## src/design/sigma_clipped_mean_2d_defines.svh

```systemverilog
// Assertion macros for the top file, which checks its own logic
`ifndef SIGMA_CLIPPED_MEAN_2D_DEFINES_SVH
`define SIGMA_CLIPPED_MEAN_2D_DEFINES_SVH

// Check a property on every clock edge outside reset
`define SCM_ASSERT(label, prop, msg) \
  label: assert property (@(posedge clk) disable iff (rst) (prop)) else $error(msg);

// Check a property on every clock edge, reset included
`define SCM_ASSERT_ALWAYS(label, prop, msg) \
  label: assert property (@(posedge clk) (prop)) else $error(msg);

`endif

```

## src/design/scm_pkg.sv

```systemverilog
`default_nettype none
package scm_pkg;
  localparam int MaxPoints = 64;
  localparam int AddrW = $clog2(MaxPoints);
  localparam int CntW = $clog2(MaxPoints + 1);
  localparam int CmpW = (CntW > 7) ? CntW : 7;
  localparam int SumW = 24 + AddrW + 1;
  localparam int DistW = 50;
  localparam int SpreadW = DistW + AddrW;
  localparam int ThrW = SpreadW + 7;
  localparam int QuoW = ThrW;
  localparam int DivW = ThrW;
  localparam int DivCntW = $clog2(DivW + 1);

  localparam logic [0:0] RegClip = 1'b0;
  localparam logic [0:0] RegMinPts = 1'b1;
  localparam logic [6:0] ClipReset = 7'd9;
  localparam logic [6:0] MinPtsReset = 7'd3;

  // Divider jobs
  localparam logic [1:0] JobMean = 2'd0;
  localparam logic [1:0] JobVar = 2'd1;
  localparam logic [1:0] JobFin = 2'd2;

  typedef struct packed {
    logic signed [23:0] delta_y;
    logic signed [23:0] delta_x;
    logic last_point;
  } in_item_t;

  typedef struct packed {
    logic signed [23:0] mean_x;
    logic signed [23:0] mean_y;
    logic [6:0] inlier_count;
    logic set_status;
  } out_item_t;

  typedef enum logic [3:0] {
    ST_LOAD, ST_MEAN_START, ST_MEAN_WAIT, ST_SPREAD, ST_VAR_START, ST_VAR_WAIT,
    ST_CLIP, ST_FIN_START, ST_FIN_WAIT, ST_OUT
  } state_t;

  // Commands from the controller to the datapath
  typedef struct packed {
    logic load;          // store the accepted request
    logic clear;         // drop the set
    logic div_mean;      // start x and y division by n
    logic div_var;       // start variance division
    logic div_fin;       // start inlier mean division
    logic scan_start;    // reset the store walk
    logic scan_run;      // advance the store walk
    logic scan_clip;     // the walk compares against the threshold
    logic out_load;      // capture the result
    logic too_few;       // result is the too-few status
  } scm_cmd_t;

  typedef struct packed {
    logic div_done;
    logic scan_done;
    logic set_small;
  } scm_sts_t;
endpackage
`default_nettype wire

```

## src/design/scm_ctrl.sv

```systemverilog
`default_nettype none
module scm_ctrl (
  input  wire logic              clk,
  input  wire logic              rst,
  input  wire logic              in_valid,
  input  wire logic              in_last,
  output logic                   in_ready,
  input  wire logic              out_free,
  input  wire scm_pkg::scm_sts_t sts,
  output scm_pkg::scm_cmd_t      cmd,
  output scm_pkg::state_t        fsm_state
);
  import scm_pkg::*;

  state_t state, state_next;
  logic   accept;

  assign accept = in_valid & in_ready;
  assign fsm_state = state;

  always_ff @(posedge clk) begin
    if (rst) begin
      state <= ST_LOAD;
    end else begin
      state <= state_next;
    end
  end

  // Next state
  always_comb begin
    state_next = state;
    unique case (state)
      ST_LOAD:       if (accept && in_last) state_next = ST_MEAN_START;
      ST_MEAN_START: state_next = sts.set_small ? ST_OUT : ST_MEAN_WAIT;
      ST_MEAN_WAIT:  if (sts.div_done) state_next = ST_SPREAD;
      ST_SPREAD:     if (sts.scan_done) state_next = ST_VAR_START;
      ST_VAR_START:  state_next = ST_VAR_WAIT;
      ST_VAR_WAIT:   if (sts.div_done) state_next = ST_CLIP;
      ST_CLIP:       if (sts.scan_done) state_next = ST_FIN_START;
      ST_FIN_START:  state_next = ST_FIN_WAIT;
      ST_FIN_WAIT:   if (sts.div_done) state_next = ST_OUT;
      ST_OUT:        if (out_free) state_next = ST_LOAD;
      default:       state_next = ST_LOAD;
    endcase
  end

  // Commands
  always_comb begin
    cmd = '0;
    in_ready = 1'b0;
    unique case (state)
      ST_LOAD: begin
        in_ready = 1'b1;
        cmd.load = accept;
      end
      ST_MEAN_START: begin
        cmd.div_mean = ~sts.set_small;
        cmd.scan_start = 1'b1;
      end
      ST_SPREAD:     cmd.scan_run = 1'b1;
      ST_VAR_START:  cmd.div_var = 1'b1;
      ST_VAR_WAIT:   cmd.scan_start = 1'b1;
      ST_CLIP: begin
        cmd.scan_run = 1'b1;
        cmd.scan_clip = 1'b1;
      end
      ST_FIN_START:  cmd.div_fin = 1'b1;
      ST_OUT: begin
        cmd.too_few = sts.set_small;
        cmd.out_load = out_free;
        cmd.clear = out_free;
      end
      default: cmd = '0;
    endcase
  end
endmodule
`default_nettype wire

```

## config.mk

```make
export PLATFORM = sky130hd
export DESIGN_NAME = scm_ctrl
export DESIGN_NICKNAME = d
export VERILOG_FILES = /design/src/design/sigma_clipped_mean_2d_defines.svh /design/src/design/scm_pkg.sv /design/src/design/scm_ctrl.sv
export SDC_FILE = /design/constraint.sdc
export NUM_CORES = 1
export LEC_CHECK = 0
export ABC_CLOCK_PERIOD_IN_PS = 1700
export BUFFER_PORTS_ARGS = -buffer_cell sky130_fd_sc_hd__buf_4
export CORE_AREA = 2 2 39 41
export CTS_BUF_LIST = sky130_fd_sc_hd__clkbuf_2 sky130_fd_sc_hd__clkbuf_4 sky130_fd_sc_hd__clkbuf_8
export DETAILED_ROUTE_END_ITERATION = 10
export DIE_AREA = 0 0 41 43
export GPL_TIMING_DRIVEN = 0
export PLACE_DENSITY = 0.73
export SLEW_MARGIN = 20
export SYNTH_ARGS = -nofsm -noshare
export SYNTH_HDL_FRONTEND = slang
export SYNTH_SLANG_ARGS = --single-unit
```

## constraint.sdc

```tcl
create_clock -name clk -period 1.7 [get_ports clk]
set_clock_uncertainty 0.05 [all_clocks]
set_input_delay 0.34 -clock clk [delete_from_list [all_inputs] [get_ports clk]]
set_output_delay 0.34 -clock clk [all_outputs]
set_load 0.01 [all_outputs]
```

==> impl_metrics.json <==
{
  "place_congestion": 0.862,
  "setup_viol": 7,
  "cp-start-kind": "register",
  "p_leak_nw": 0.388,
  "dp_hpwl_um": 869,
  "pre_cts_ws_ns": -0.0557,
  "max-cap-violations": 0,
  "mostFrequentLayoutCells": "37 x buf_4, 6 x nor2_1, 4 x nand2_1, 4 x buf_6",
  "grt_pass1_wl_um": 2210,
  "die_w_um": 41,
  "clk_pin_slew_worst_paths_ns": 0.04,
  "rsz0062_at_grt": "yes",
  "cts.path.max_buffers": 2,
  "drt_iter0_drc": 26,
  "avgViaCountPerCell": 5.38,
  "critPathMaxFanout": 5,
  "reg2reg_depth": 5,
  "tightest_slew_ns": 0.394,
  "hold_path.class": "input pin to register",
  "num_vias": 608,
  "syn_avg_cell_area_um2": 7.51,
  "fin_nets": 107,
  "grt-ovfl-total": 0,
  "criticalPathCategory": "register to output port",
  "grt_pass1_vias": 547,
  "cts-root-buf": "clkbuf_4",
  "grt_usage_pct": 18.1,
  "holdPathStages": 2,
  "synth_area_um2": 435,
  "max_freq_ghz": 0.570,
  "rows": 14,
  "grt_start_max_net_pins": 9,
  "fin_crit_ns": 1.75,
  "antenna_cells": 0,
  "die_h_um": 43,
  "core_area_um2": 1380,
  "cts_inserted_buffers": 3,
  "final_common_cell": "buf_4",
  "synth_cell_types": 33,
  "total_power_mw": 1.03,
  "setup_ws_ns": -0.0537,
  "violations": "setup timing",
  "outcome": "complete, but fails checks",
  "portBuffers": 22,
  "endpoint_kind": "output port",
  "ys_ff_latch": 4,
  "slew_viol_final": 0,
  "clock_latency_ns": 0.24,
  "peakVddDrop_mv": 0.519,
  "final_layout_size_suffix_gt1_share_pct": 59.8,
  "hold_violations": 0,
  "antenna_left": 0,
  "relSlewSlack_pct": 73.7,
  "die_area_um2": 1760,
  "initial_core_util_pct": 31.5,
  "ctsHtreeMaxLevel": 1,
  "drc": 0,
  "worst_ep_arrival_time_ns": 1.36,
  "wirelength_um": 1520,
  "antenna_found_initial": 0,
  "dr.pass1.iters": 4,
  "synth_warnings": 0,
  "p_per_area_nw_per_um2": 1250,
  "synth-seq-area-share_pct": 18.4,
  "cts_tree": "built",
  "io-pin-count": 23,
  "period_share_pct": 103,
  "cts.sinks": 4,
  "syn-num-nets": 66,
  "area_growth_pct": 88.5,
  "required_ns": 1.31,
  "syn_inst": 58,
  "largest_reg_flops": 4,
  "wl_per_cell_um": 13.4
}
==> report_power, final <==
part	total (mW)	switching (mW)	leakage, nW	internal (mW)
Sequential	0.163	0.0362	0.0353	0.126
Combinational	0.744	0.325	0.339	0.419
Clock	0.119	0.0399	0.0138	0.0791
Total	1.03	0.401	0.388	0.625
==> area by class of cell <==
class	count	area [µm²]
fill	118	563
timing repair buffer	36	270
clock buffer	3	22.5
buffer	5	52.6
inverter	3	11.3
sequential	4	92.6
multi-input combinational	46	352
tap	16	20.0
==> critical path: stages, from the launching register on <==
cell	delay (ns)
dfxtp_2	0.34
buf_6	0.13
or3b_4	0.41
nor3_2	0.11
buf_4	0.14
==> metal layers <==
metal | GRT usage, % | up-vias | share of wire, %
met4 | 5.33 | 0 | 0.26
met5 | 0 | - | 0
li1 | - | 291 | -
met1 | 21.0 | 279 | 37
met2 | 30.6 | 36 | 56
met3 | 4.71 | 2 | 7.0
==> synthesized netlist by cell type, drive strengths merged <==
master	n	share of area, %
a211o	1	2.0
a211oi	1	1.7
a21oi	3	3.4
a22o	1	2.0
a31oi	1	1.4
a32o	1	2.3
and2	2	2.9
and4b	1	2.3
buf	5	11
dfxtp	4	18
inv	3	2.6
nand2	4	3.4
nand2b	2	2.9
nand3	1	1.1
nor2	6	5.2
nor2b	1	1.4
nor3	4	4.6
nor3b	1	1.7
nor4	1	1.4
nor4bb	1	2.3
o21ai	1	1.1
o31a	1	2.0
o31ai	1	1.7
o32ai	1	3.7
o41ai	1	2.0
or2	1	1.4
or2b	1	1.7
or3	2	2.9
or3b	1	2.0
or4	2	3.4
xnor2	2	4.0
==> final timing paths <==
check,slack [ns],startpoint,to
worst max-delay path,-0.05,fsm_state[3]$_SDFFE_PP0P_,cmd[7]
worst min-delay path,0.24,rst,fsm_state[2]$_SDFFE_PP0P_
worst max register to register,-0.04,fsm_state[1]$_SDFFE_PP0P_,fsm_state[1]$_SDFFE_PP0P_
worst min register to register,0.62,fsm_state[2]$_SDFFE_PP0P_,fsm_state[2]$_SDFFE_PP0P_
==> through the flow <==
step | instance area, µm² | setup TNS [ns] | hold WS (ns) | utilization (%) | cells
floorplan | 445 | 0 | 0.352 | - | 58
detailed placement | 631 | -0.107 | 0.481 | 45.6 | 96
global route | 821 | -0.693 | 0.232 | 59.3 | 113
finish | 821 | -0.158 | 0.241 | 59.3 | 113
global placement | 631 | -0.0598 | 0.486 | 45.6 | 96
CTS | 786 | -0.0695 | 0.239 | 56.8 | 111
==> what timing repair did <==
item,4_1_cts,5_1_grt
hold buffers,0,0
cloned,0,0
gates resized for setup,8,5
endpoints found under the setup margin,5,10
buffers inserted,12,2
pin swaps,3,1
==> cell families after synthesis <==
logic type                share of synthesized area (%)
buffers and inverters                              13.2
xor gates and xnor gates                           4.02
AOI/OAI and AO/OA                                  23.6
DFF                                                18.4
and+or+nand+nor                                    40.8
(Power assumes the default switching activity.)
